===== src/rtl/tvec_pkg.sv =====
package tvec_pkg;

    localparam int unsigned CFG_DATA_W = 32;
    localparam logic [31:0] WINDOW_MS   = 32'd2500;
    localparam logic [31:0] COOLDOWN_MS = 32'd3000;
    localparam logic [7:0]  COUNT_MAX   = 8'd255;
    // the action map holds two bits for each of the first sixteen classes
    localparam int unsigned MAP_CLASSES = 16;

    typedef logic [2:0] cfg_idx_t;
    localparam cfg_idx_t CFG_ENABLE       = 3'd0;
    localparam cfg_idx_t CFG_REQ_VOTES    = 3'd1;
    localparam cfg_idx_t CFG_BAND_CENTER  = 3'd2;
    localparam cfg_idx_t CFG_BAND_TOL     = 3'd3;
    localparam cfg_idx_t CFG_REPEAT_COUNT = 3'd4;
    localparam cfg_idx_t CFG_CLASS_COUNT  = 3'd5;
    localparam cfg_idx_t CFG_ACTION_MAP   = 3'd6;

    localparam logic OP_FRAME = 1'b0;
    localparam logic OP_PULL  = 1'b1;

    typedef logic [1:0] action_t;
    localparam action_t ACT_NONE = 2'd0;

    typedef struct packed {
        logic        op;
        logic [31:0] time_ms;
        logic        box_found;
        logic [8:0]  box_top;
        logic [8:0]  box_height;
        logic        shape_ok;
        logic [7:0]  pred_class;
    } item_t;

    typedef struct packed {
        logic        entered;
        logic        recognizing;
        logic        decided;
        logic [3:0]  decided_class;
        action_t     decided_action;
        logic [7:0]  vote_total;
        logic        tx_valid;
        action_t     tx_action;
        logic [7:0]  tx_seq;
    } result_t;

    typedef enum logic [3:0] {
        ST_IDLE,
        ST_EVAL,
        ST_CLEAR,
        ST_VOTE_RD,
        ST_VOTE_WR,
        ST_CHECK,
        ST_SCAN,
        ST_DECIDE,
        ST_DONE
    } state_t;

    typedef struct packed {
        logic load;
        logic eval;
        logic enter;
        logic clear_step;
        logic vote_rd;
        logic vote_wr;
        logic scan_start;
        logic scan_step;
        logic decide;
        logic emit;
    } cmd_t;

    typedef struct packed {
        logic go_enter;
        logic go_recog;
        logic do_vote;
        logic close;
        logic clear_last;
        logic scan_done;
        logic out_free;
    } status_t;

endpackage


===== src/rtl/tvec_if.sv =====
interface tvec_item_if;
    import tvec_pkg::*;

    logic  valid;
    logic  ready;
    item_t data;

    modport source (output valid, output data, input ready);
    modport sink (input valid, input data, output ready);
endinterface

interface tvec_result_if;
    import tvec_pkg::*;

    logic    valid;
    logic    ready;
    result_t data;

    modport source (output valid, output data, input ready);
    modport sink (input valid, input data, output ready);
endinterface


===== src/rtl/tvec_ctrl.sv =====
module tvec_ctrl (
    input  logic              clk,
    input  logic              rst_n,
    input  logic              item_valid,
    output logic              item_ready,
    input  tvec_pkg::status_t status,
    output tvec_pkg::cmd_t    cmd
);
    import tvec_pkg::*;

    state_t state_reg;
    state_t state_next;

    always_ff @(posedge clk or negedge rst_n)
    begin
        if (!rst_n)
        begin
            state_reg <= ST_IDLE;
        end
        else
        begin
            state_reg <= state_next;
        end
    end

    always_comb
    begin
        state_next = state_reg;
        cmd        = '0;
        item_ready = 1'b0;
        case (state_reg)
            ST_IDLE:
            begin
                item_ready = 1'b1;
                if (item_valid)
                begin
                    cmd.load   = 1'b1;
                    state_next = ST_EVAL;
                end
            end
            ST_EVAL:
            begin
                cmd.eval = 1'b1;
                if (status.go_enter)
                begin
                    cmd.enter  = 1'b1;
                    state_next = ST_CLEAR;
                end
                else if (status.go_recog)
                begin
                    state_next = status.do_vote ? ST_VOTE_RD : ST_CHECK;
                end
                else
                begin
                    state_next = ST_DONE;
                end
            end
            ST_CLEAR:
            begin
                cmd.clear_step = 1'b1;
                if (status.clear_last)
                begin
                    state_next = ST_DONE;
                end
            end
            ST_VOTE_RD:
            begin
                cmd.vote_rd = 1'b1;
                state_next  = ST_VOTE_WR;
            end
            ST_VOTE_WR:
            begin
                cmd.vote_wr = 1'b1;
                state_next  = ST_CHECK;
            end
            ST_CHECK:
            begin
                if (status.close)
                begin
                    cmd.scan_start = 1'b1;
                    state_next     = ST_SCAN;
                end
                else
                begin
                    state_next = ST_DONE;
                end
            end
            ST_SCAN:
            begin
                if (status.scan_done)
                begin
                    state_next = ST_DECIDE;
                end
                else
                begin
                    cmd.scan_step = 1'b1;
                end
            end
            ST_DECIDE:
            begin
                cmd.decide = 1'b1;
                state_next = ST_DONE;
            end
            ST_DONE:
            begin
                if (status.out_free)
                begin
                    cmd.emit   = 1'b1;
                    state_next = ST_IDLE;
                end
            end
            default:
            begin
                state_next = ST_IDLE;
            end
        endcase
    end

endmodule


===== src/rtl/tvec_dp.sv =====
module tvec_dp #(
    parameter int unsigned MAX_CLASSES = 16
) (
    input  logic                              clk,
    input  logic                              rst_n,
    input  logic                              cfg_write_en,
    input  tvec_pkg::cfg_idx_t                cfg_index,
    input  logic [tvec_pkg::CFG_DATA_W-1:0]   cfg_data,
    input  tvec_pkg::item_t                   item_data,
    input  logic                              result_ready,
    output logic                              result_valid,
    output tvec_pkg::result_t                 result_data,
    input  tvec_pkg::cmd_t                    cmd,
    output tvec_pkg::status_t                 status
);
    import tvec_pkg::*;

    localparam int unsigned IDX_W = (MAX_CLASSES > 1) ? $clog2(MAX_CLASSES) : 1;
    localparam int unsigned CNT_W = $clog2(MAX_CLASSES + 1);
    localparam logic [CNT_W-1:0] MAX_CNT  = CNT_W'(MAX_CLASSES);
    localparam logic [IDX_W-1:0] LAST_IDX = IDX_W'(MAX_CLASSES - 1);

    // configuration
    logic        cfg_enable_reg;
    logic [7:0]  cfg_req_reg;
    logic [8:0]  cfg_center_reg;
    logic [8:0]  cfg_tol_reg;
    logic [7:0]  cfg_rep_reg;
    logic [4:0]  cfg_ccount_reg;
    logic [31:0] cfg_map_reg;

    // controller state
    item_t       item_reg;
    logic        mode_reg, mode_next;
    logic        armed_reg, armed_next;
    logic [31:0] deadline_reg, deadline_next;
    logic [31:0] cooldown_reg, cooldown_next;
    logic [7:0]  votes_reg, votes_next;
    logic [7:0]  next_seq_reg, next_seq_next;
    action_t     pend_act_reg, pend_act_next;
    logic [7:0]  pend_seq_reg, pend_seq_next;
    logic [7:0]  pend_rep_reg, pend_rep_next;

    result_t     res_reg, res_next;
    result_t     out_data_reg, out_data_next;
    logic        out_valid_reg, out_valid_next;

    // histogram sweep and scan
    logic [IDX_W-1:0] clr_cnt_reg, clr_cnt_next;
    logic [CNT_W-1:0] scan_cnt_reg, scan_cnt_next;
    logic             rd_pend_reg, rd_pend_next;
    logic [IDX_W-1:0] rd_idx_reg, rd_idx_next;
    logic [IDX_W-1:0] best_reg, best_next;
    logic [7:0]       best_cnt_reg, best_cnt_next;
    logic             have_reg, have_next;

    logic [7:0]       votes_mem [MAX_CLASSES];
    logic [7:0]       mem_q;
    logic [IDX_W-1:0] mem_ra;
    logic [IDX_W-1:0] mem_wa;
    logic [7:0]       mem_wd;
    logic             mem_we;

    logic [CNT_W-1:0] n_classes;
    logic [9:0]       centre;
    logic             in_band;
    logic             frame_live;
    logic             past_cool;
    logic [IDX_W-1:0] pred_idx;
    logic             pred_valid;
    logic             scan_issue;
    logic [3:0]       win_cls;
    action_t          win_act;

    assign n_classes = (32'(cfg_ccount_reg) < MAX_CLASSES) ? CNT_W'(cfg_ccount_reg) : MAX_CNT;
    assign centre    = 10'(item_reg.box_top) + 10'(item_reg.box_height >> 1);
    assign in_band   = (11'(centre) + 11'(cfg_tol_reg) >= 11'(cfg_center_reg))
                    && (11'(centre) <= 11'(cfg_center_reg) + 11'(cfg_tol_reg));
    assign frame_live = (item_reg.op == OP_FRAME) && cfg_enable_reg;
    assign past_cool  = item_reg.time_ms >= cooldown_reg;
    assign pred_idx   = IDX_W'(item_reg.pred_class);
    assign pred_valid = 32'(item_reg.pred_class) < 32'(n_classes);
    assign scan_issue = cmd.scan_step && (scan_cnt_reg < n_classes);

    assign win_cls = 4'(best_reg);
    assign win_act = (have_reg && (32'(best_reg) < MAP_CLASSES))
                   ? cfg_map_reg[{win_cls, 1'b0} +: 2] : ACT_NONE;

    always_comb
    begin
        status.go_enter   = frame_live && !mode_reg && past_cool && item_reg.box_found
                         && armed_reg && in_band && item_reg.shape_ok;
        status.go_recog   = frame_live && mode_reg;
        status.do_vote    = frame_live && mode_reg && item_reg.box_found && pred_valid;
        status.close      = (votes_reg >= cfg_req_reg) || (item_reg.time_ms >= deadline_reg);
        status.clear_last = clr_cnt_reg == LAST_IDX;
        status.scan_done  = (scan_cnt_reg == n_classes) && !rd_pend_reg;
        status.out_free   = !out_valid_reg || result_ready;
    end

    // histogram memory: one write port, one registered read port
    always_comb
    begin
        mem_ra = cmd.vote_rd ? pred_idx : scan_cnt_reg[IDX_W-1:0];
        mem_we = cmd.clear_step || cmd.vote_wr;
        mem_wa = cmd.clear_step ? clr_cnt_reg : pred_idx;
        mem_wd = cmd.clear_step ? 8'd0
               : ((mem_q == COUNT_MAX) ? COUNT_MAX : mem_q + 8'd1);
    end

    always_ff @(posedge clk)
    begin
        if (mem_we)
        begin
            votes_mem[mem_wa] <= mem_wd;
        end
        mem_q <= votes_mem[mem_ra];
    end

    always_comb
    begin
        mode_next      = mode_reg;
        armed_next     = armed_reg;
        deadline_next  = deadline_reg;
        cooldown_next  = cooldown_reg;
        votes_next     = votes_reg;
        next_seq_next  = next_seq_reg;
        pend_act_next  = pend_act_reg;
        pend_seq_next  = pend_seq_reg;
        pend_rep_next  = pend_rep_reg;
        res_next       = res_reg;
        out_data_next  = out_data_reg;
        out_valid_next = out_valid_reg;
        clr_cnt_next   = clr_cnt_reg;
        scan_cnt_next  = scan_cnt_reg;
        rd_pend_next   = rd_pend_reg;
        rd_idx_next    = rd_idx_reg;
        best_next      = best_reg;
        best_cnt_next  = best_cnt_reg;
        have_next      = have_reg;

        if (cmd.load)
        begin
            res_next     = '0;
            clr_cnt_next = '0;
        end

        if (cmd.eval)
        begin
            if (item_reg.op == OP_PULL)
            begin
                if (pend_act_reg != ACT_NONE && pend_rep_reg != 8'd0)
                begin
                    res_next.tx_valid  = 1'b1;
                    res_next.tx_action = pend_act_reg;
                    res_next.tx_seq    = pend_seq_reg;
                    pend_rep_next      = pend_rep_reg - 8'd1;
                    if (pend_rep_reg == 8'd1)
                    begin
                        pend_act_next = ACT_NONE;
                    end
                end
            end
            else if (frame_live && !mode_reg && past_cool && !item_reg.box_found)
            begin
                armed_next = 1'b1;
            end
        end

        if (cmd.enter)
        begin
            mode_next        = 1'b1;
            votes_next       = 8'd0;
            deadline_next    = item_reg.time_ms + WINDOW_MS;
            res_next.entered = 1'b1;
        end

        if (cmd.clear_step)
        begin
            clr_cnt_next = clr_cnt_reg + IDX_W'(1);
        end

        if (cmd.vote_wr && votes_reg != COUNT_MAX)
        begin
            votes_next = votes_reg + 8'd1;
        end

        if (cmd.scan_start)
        begin
            scan_cnt_next = '0;
            rd_pend_next  = 1'b0;
            have_next     = 1'b0;
            best_next     = '0;
            best_cnt_next = 8'd0;
        end

        if (cmd.scan_step)
        begin
            // issue the next read and fold in the one that came back
            rd_pend_next = scan_issue;
            if (scan_issue)
            begin
                rd_idx_next   = scan_cnt_reg[IDX_W-1:0];
                scan_cnt_next = scan_cnt_reg + CNT_W'(1);
            end
            // strict compare keeps the first class among equal counts
            if (rd_pend_reg && (!have_reg || mem_q > best_cnt_reg))
            begin
                have_next     = 1'b1;
                best_next     = rd_idx_reg;
                best_cnt_next = mem_q;
            end
        end

        if (cmd.decide)
        begin
            res_next.decided        = 1'b1;
            res_next.decided_class  = have_reg ? win_cls : 4'd0;
            res_next.decided_action = win_act;
            if (win_act != ACT_NONE)
            begin
                pend_act_next = win_act;
                pend_seq_next = next_seq_reg;
                next_seq_next = next_seq_reg + 8'd1;
                pend_rep_next = cfg_rep_reg;
                armed_next    = 1'b0;
            end
            mode_next     = 1'b0;
            cooldown_next = item_reg.time_ms + COOLDOWN_MS;
        end

        if (result_valid && result_ready)
        begin
            out_valid_next = 1'b0;
        end

        if (cmd.emit)
        begin
            out_data_next             = res_reg;
            out_data_next.recognizing = mode_reg;
            out_data_next.vote_total  = votes_reg;
            out_valid_next            = 1'b1;
        end
    end

    always_ff @(posedge clk)
    begin
        if (cmd.load)
        begin
            item_reg <= item_data;
        end
        res_reg      <= res_next;
        out_data_reg <= out_data_next;
        rd_idx_reg   <= rd_idx_next;
        best_reg     <= best_next;
        best_cnt_reg <= best_cnt_next;
    end

    always_ff @(posedge clk or negedge rst_n)
    begin
        if (!rst_n)
        begin
            cfg_enable_reg <= 1'b0;
            cfg_req_reg    <= 8'd8;
            cfg_center_reg <= 9'd240;
            cfg_tol_reg    <= 9'd60;
            cfg_rep_reg    <= 8'd3;
            cfg_ccount_reg <= 5'd3;
            cfg_map_reg    <= 32'd36;
            mode_reg       <= 1'b0;
            armed_reg      <= 1'b1;
            deadline_reg   <= 32'd0;
            cooldown_reg   <= 32'd0;
            votes_reg      <= 8'd0;
            next_seq_reg   <= 8'd0;
            pend_act_reg   <= ACT_NONE;
            pend_seq_reg   <= 8'd0;
            pend_rep_reg   <= 8'd0;
            out_valid_reg  <= 1'b0;
            clr_cnt_reg    <= '0;
            scan_cnt_reg   <= '0;
            rd_pend_reg    <= 1'b0;
            have_reg       <= 1'b0;
        end
        else
        begin
            if (cfg_write_en)
            begin
                case (cfg_index)
                    CFG_ENABLE:       cfg_enable_reg <= cfg_data[0];
                    CFG_REQ_VOTES:    cfg_req_reg    <= cfg_data[7:0];
                    CFG_BAND_CENTER:  cfg_center_reg <= cfg_data[8:0];
                    CFG_BAND_TOL:     cfg_tol_reg    <= cfg_data[8:0];
                    CFG_REPEAT_COUNT: cfg_rep_reg    <= cfg_data[7:0];
                    CFG_CLASS_COUNT:  cfg_ccount_reg <= cfg_data[4:0];
                    CFG_ACTION_MAP:   cfg_map_reg    <= cfg_data[31:0];
                    default:          ;
                endcase
            end
            mode_reg      <= mode_next;
            armed_reg     <= armed_next;
            deadline_reg  <= deadline_next;
            cooldown_reg  <= cooldown_next;
            votes_reg     <= votes_next;
            next_seq_reg  <= next_seq_next;
            pend_act_reg  <= pend_act_next;
            pend_seq_reg  <= pend_seq_next;
            pend_rep_reg  <= pend_rep_next;
            out_valid_reg <= out_valid_next;
            clr_cnt_reg   <= clr_cnt_next;
            scan_cnt_reg  <= scan_cnt_next;
            rd_pend_reg   <= rd_pend_next;
            have_reg      <= have_next;
        end
    end

    assign result_valid = out_valid_reg;
    assign result_data  = out_data_reg;

endmodule


===== src/rtl/trigger_vote_event_controller_core.sv =====
// Trigger and vote controller: a frame transfer (op = 0) may open a recognition window
// when the block is enabled, armed, past its cooldown, shape_ok is set and the box centre
// row sits in the configured band; later frames vote into a per-class histogram until the
// required vote count or the 2500 ms deadline closes the window, the first most-voted class
// is mapped to an action, and a nonzero action is queued for pull transfers (op = 1) with a
// wrapping sequence number and a repeat count. One item is handled at a time and each item
// gives exactly one result. An entry frame clears all MAX_CLASSES histogram counters (the
// clear sweeps one counter per cycle through its single write port); a closing frame scans
// the first n = min(class_count, MAX_CLASSES) counters for the winner (the scan reads one
// counter per cycle from the histogram memory). A new item is taken while the previous
// result still waits in the output register. Configuration writes are taken at any edge
// with cfg_write_en high; write them only while no item is in flight.
module trigger_vote_event_controller_core #(
    parameter int unsigned MAX_CLASSES = 16
) (
    input  logic                            clk,
    input  logic                            rst_n,
    input  logic                            cfg_write_en,
    input  tvec_pkg::cfg_idx_t              cfg_index,
    input  logic [tvec_pkg::CFG_DATA_W-1:0] cfg_data,
    tvec_item_if.sink                       item,
    tvec_result_if.source                   result
);
    import tvec_pkg::*;

    cmd_t    cmd;
    status_t status;

    // sequencer: steps one item through eval, clear, vote, scan and decide
    tvec_ctrl u_ctrl (
        .clk        (clk),
        .rst_n      (rst_n),
        .item_valid (item.valid),
        .item_ready (item.ready),
        .status     (status),
        .cmd        (cmd)
    );

    // state registers, config, histogram memory and output register
    tvec_dp #(
        .MAX_CLASSES (MAX_CLASSES)
    ) u_dp (
        .clk          (clk),
        .rst_n        (rst_n),
        .cfg_write_en (cfg_write_en),
        .cfg_index    (cfg_index),
        .cfg_data     (cfg_data),
        .item_data    (item.data),
        .result_ready (result.ready),
        .result_valid (result.valid),
        .result_data  (result.data),
        .cmd          (cmd),
        .status       (status)
    );

endmodule


===== src/flat_wrapper.sv =====
// flat-port wrapper written by rule: the top's interface ports become plain ports
module trigger_vote_event_controller_core_flat import tvec_pkg::*;
#(
    parameter int unsigned MAX_CLASSES = 16
)
  (clk, rst_n, cfg_write_en, cfg_index, cfg_data, item_valid, item_data, item_ready, result_valid, result_data, result_ready);
  tvec_item_if item_i ();
  tvec_result_if result_i ();
  input  logic clk;
  input  logic rst_n;
  input  logic cfg_write_en;
  input  tvec_pkg::cfg_idx_t cfg_index;
  input  logic [tvec_pkg::CFG_DATA_W-1:0] cfg_data;
  input wire logic [$bits(item_i.valid)-1:0] item_valid;
  input wire logic [$bits(item_i.data)-1:0] item_data;
  output wire logic [$bits(item_i.ready)-1:0] item_ready;
  output wire logic [$bits(result_i.valid)-1:0] result_valid;
  output wire logic [$bits(result_i.data)-1:0] result_data;
  input wire logic [$bits(result_i.ready)-1:0] result_ready;
  assign item_i.valid = item_valid;
  assign item_i.data = item_data;
  assign item_ready = item_i.ready;
  assign result_valid = result_i.valid;
  assign result_data = result_i.data;
  assign result_i.ready = result_ready;
  trigger_vote_event_controller_core #(.MAX_CLASSES(MAX_CLASSES)) u_core (.clk(clk), .rst_n(rst_n), .cfg_write_en(cfg_write_en), .cfg_index(cfg_index), .cfg_data(cfg_data), .item(item_i), .result(result_i));
endmodule

===== config.mk =====
export PLATFORM = sky130hd
export DESIGN_NAME = trigger_vote_event_controller_core_flat
export DESIGN_NICKNAME = d
export VERILOG_FILES = /design/src/rtl/tvec_pkg.sv /design/src/rtl/tvec_if.sv /design/src/rtl/tvec_ctrl.sv /design/src/rtl/tvec_dp.sv /design/src/rtl/trigger_vote_event_controller_core.sv /design/src/flat_wrapper.sv
export SDC_FILE = /design/constraint.sdc
export NUM_CORES = 1
export LEC_CHECK = 0
export ABC_CLOCK_PERIOD_IN_PS = 5150
export BUFFER_PORTS_ARGS = -buffer_cell sky130_fd_sc_hd__buf_2
export CAP_MARGIN = 20
export CORE_MARGIN = 2
export CORE_UTILIZATION = 26
export DETAILED_ROUTE_END_ITERATION = 7
export SYNTH_ARGS = -nofsm -noshare
export SYNTH_HDL_FRONTEND = slang
export SYNTH_SLANG_ARGS = --single-unit

===== constraint.sdc =====
create_clock -name clk -period 5.15 [get_ports clk]
set_clock_uncertainty 0.05 [all_clocks]
set_input_delay 1.545 -clock clk [delete_from_list [all_inputs] [get_ports clk]]
set_output_delay 1.545 -clock clk [all_outputs]
set_load 0.01 [all_outputs]

==> run metrics <==
DRC Markers 0; drt total wl 52280 um; Post-synth EDFFs 226; htree depth 2; Clk Tree Root Cell clkbuf_16; Max Cap Viol 0; switching share of power 32.48%; Yosys warnings 0; top_reg_cell synth edfxtp_1; # IOs 131; core area 0.08237 mm^2; port bufs 129; via count 13960; RSZ-0062 raised after global routing no; Largest register FFs 128; largest net degree at the start of global routing 112; Cells after DPL 2909; clock slew at reported path FFs 0.06 ns; GRT Total Usage 12.25%; Slew Limit Fails 0; fraction of layout cells with a size suffix above 1 19.30%; Final Non-Filler Cells 3013; synth unique cells 78; leading area contributor after synthesis edfxtp_1; critical path class reg2reg; leakage power 10.00 nW; Resize count post-CTS 0; max_slew headroom 30.69%; Setup Viol. Count Final 0; vias in the first global route 14680; fmax 208.3 MHz; # rows 105; final hold vios 0; M2 GR Usage 20.74%; first-pass GRT wire length 82580 um; Post-CTS Setup Bufs 0; half-perimeter wire length after placement 37420 um; Setup TNS 0 ns; Max FO, Critical Path 11; antenna violations before repair 6; DRT antenna net count 0; Reg power frac 42.0%; die width 293.0 um; design internal power 7.515 mW; busiest layer in global routing met2; combinational share of power 27.3%; CTS Buf Count 48; worst vdd ir 0.0002150 V; wire per inst 17.35 um; CP endpoint kind register; min-delay worst type reg2reg; Nets 2149; CP arrival 5.21 ns; Hold Buf Count CTS 0; ys async rst share 42.06%; Critical Path Start u_core.u_dp.item_reg[10]$_DFFE_PP_; Worst-Margin Slew 1.032 ns; pwr dens 439.2 mW/mm^2; drt first pass iters 5; min cycle time layout 4.801 ns; CP Launch Type register; status completed; die area 0.08587 mm^2; Worst Path Required 5.56 ns; CTS max path bufs 3; R2R Setup Slk 0.35 ns; GR Util met1 15.91%; initial drt markers 745; Skew-Pair Late Insertion Delay 0.61 ns; Psw 3.614 mW; cell area after synthesis 0.02172 mm^2; syn_area_per_cell 12.40 um^2; Congestion Overflow GR 0; met3 Use GR 2.443%; starting density of the core 26.37%; CTS tree done; Worst R2R Start u_core.u_dp.item_reg[10]$_DFFE_PP_; Via density 4.632; #FFs+latches synth 447; Syn Inst Count 1752; Area growth, synth to finish 16.65%; Hold Startpoint u_core.u_dp.res_reg[21]$_DFFE_PP_; gpl congestion 0.8108; top cells by area, synth edfxtp_1 31%, dfrtp_1 20%, ha_1 8.4%, mux4_2 4.4%, mux2_2 3.4%; period utilisation layout 93.22%; sequential element share of the synthesized area 56.04%; clock sinks 447; Syn Nets 2002; Chip Height 293.0 um; Clk pwr share 30.6%; area share of the largest cell type after synthesis 31.24%
final cells by class:
| type | instances | area [um^2] |
|---|---|---|
| Inverter | 119 | 446.7 |
| Sequential cell | 447 | 12170 |
| Antenna cell | 5 | 12.51 |
| Timing Repair Buffer | 155 | 939.7 |
| Clock buffer | 61 | 1331 |
| Multi-Input combinational cell | 1128 | 8867 |
| Fill cell | 8199 | 57040 |
| Tap cell | 1070 | 1339 |
| Clock inverter | 28 | 229.0 |
layer usage:
| layer | routed length, um | up-vias |
|---|---|---|
| met1 | 23370 | 6912 |
| met2 | 25060 | 289 |
| met4 | 1105 | 6 |
| met3 | 2709 | 75 |
| li1 | - | 6674 |
| met5 | 40 | - |
cells by family (layout without fill, tap and decap cells):
kind of cell / count (synthesis) / in the layout / share of synthesized area (%)
mux: 154 / 154 / 10.01
fa+ha+maj: 149 / 149 / 8.687
flops: 447 / 447 / 56.04
buf+inv: 177 / 363 / 3.335
other cells: 0 / 5 / 0
xor+xnor: 91 / 91 / 3.669
compound gates: 307 / 307 / 8.664
simple gates: 427 / 427 / 9.603
metrics by stage:
step                hold slack, ns  total power, mW  setup slack [ns]  instance area [um^2]  util [%]
finish                      0.3705            11.13            0.3493                 25340     30.76
CTS                         0.3711            11.24            0.2958                 25210     30.60
global placement            0.3571            7.663            0.3829                 23650     28.71
floorplan                   0.3503            6.794             1.040                 21720         -
global route                0.3819            11.87           0.02964                 25320     30.74
detailed placement          0.3566            7.774            0.3304                 23650     28.71
power groups by stage:
stage	Clock [mW]	Combinational [mW]	Sequential [mW]
final	3.41	3.04	4.68
after detailed placement	0	3.02	4.76
after global routing	3.67	3.46	4.73
after CTS	3.51	3.04	4.69
after global placement	0	2.92	4.74
after floorplan	0	2.19	4.60
critical path, cell delays in order, from the launching register on:
cell and delay, ns:
edfxtp_1 0.39, ha_1 0.27, inv_1 0.08, fa_1 0.21, nor2b_1 0.06, o21ai_0 0.14, nand2b_1 0.11, a21o_1 0.20
a21oi_1 0.24, xnor2_1 0.20, ha_1 0.26, a21o_1 0.18, o41ai_1 0.51, xnor2_1 0.18, ha_1 0.26, a21oi_1 0.14
o21ai_0 0.10, a21oi_1 0.33, nor4_4 0.10, buf_4 0.20, or4_1 0.46
cell usage in the layout, fill, tap and decap left out, drive strengths merged, types with 42 or more instances in the layout:
cell type / n
a21oi: 85
nand2: 168
mux2: 75
buf: 154
inv: 122
nor2: 84
dfrtp: 172
clkbuf: 62
o21ai: 112
ha: 146
edfxtp: 226
mux4: 42
xnor2: 50
worst paths after layout:
kind,end,cells after the start
setup reg to reg,u_core.u_ctrl.state_reg[1]$_DFFE_PN0P_,20
min in group asynchronous,u_core.u_dp.cfg_center_reg[1]$_DFFE_PN0P_,1
max in group asynchronous,u_core.u_dp.cfg_map_reg[11]$_DFFE_PN0P_,2
hold reg to reg,u_core.u_dp.result_data[21]$_DFFE_PP_,0
setup / recovery,u_core.u_ctrl.state_reg[1]$_DFFE_PN0P_,20
hold / removal,u_core.u_dp.result_data[21]$_DFFE_PP_,0
cells in the mapped netlist, types with 6 or more instances:
cell	n
dfxtp_1	33
nor3_1	18
o21bai_1	6
and4_1	12
nand2b_1	12
nor3b_1	10
buf_2	9
nand3_1	31
nand4_1	18
mux2_2	65
and3_1	22
a22o_1	12
inv_1	119
o21ai_0	111
o21a_1	9
mux2i_1	36
xnor2_1	50
mux4_2	42
dfstp_2	16
edfxtp_1	226
ha_1	146
a21oi_1	85
mux2_1	10
a31oi_1	10
buf_4	7
a211oi_1	17
nor2_1	83
nor2b_1	24
xor2_1	41
a21o_1	22
clkbuf_1	37
nand2_1	168
dfrtp_1	172
Note: power is estimated with default switching activity, not from simulation.
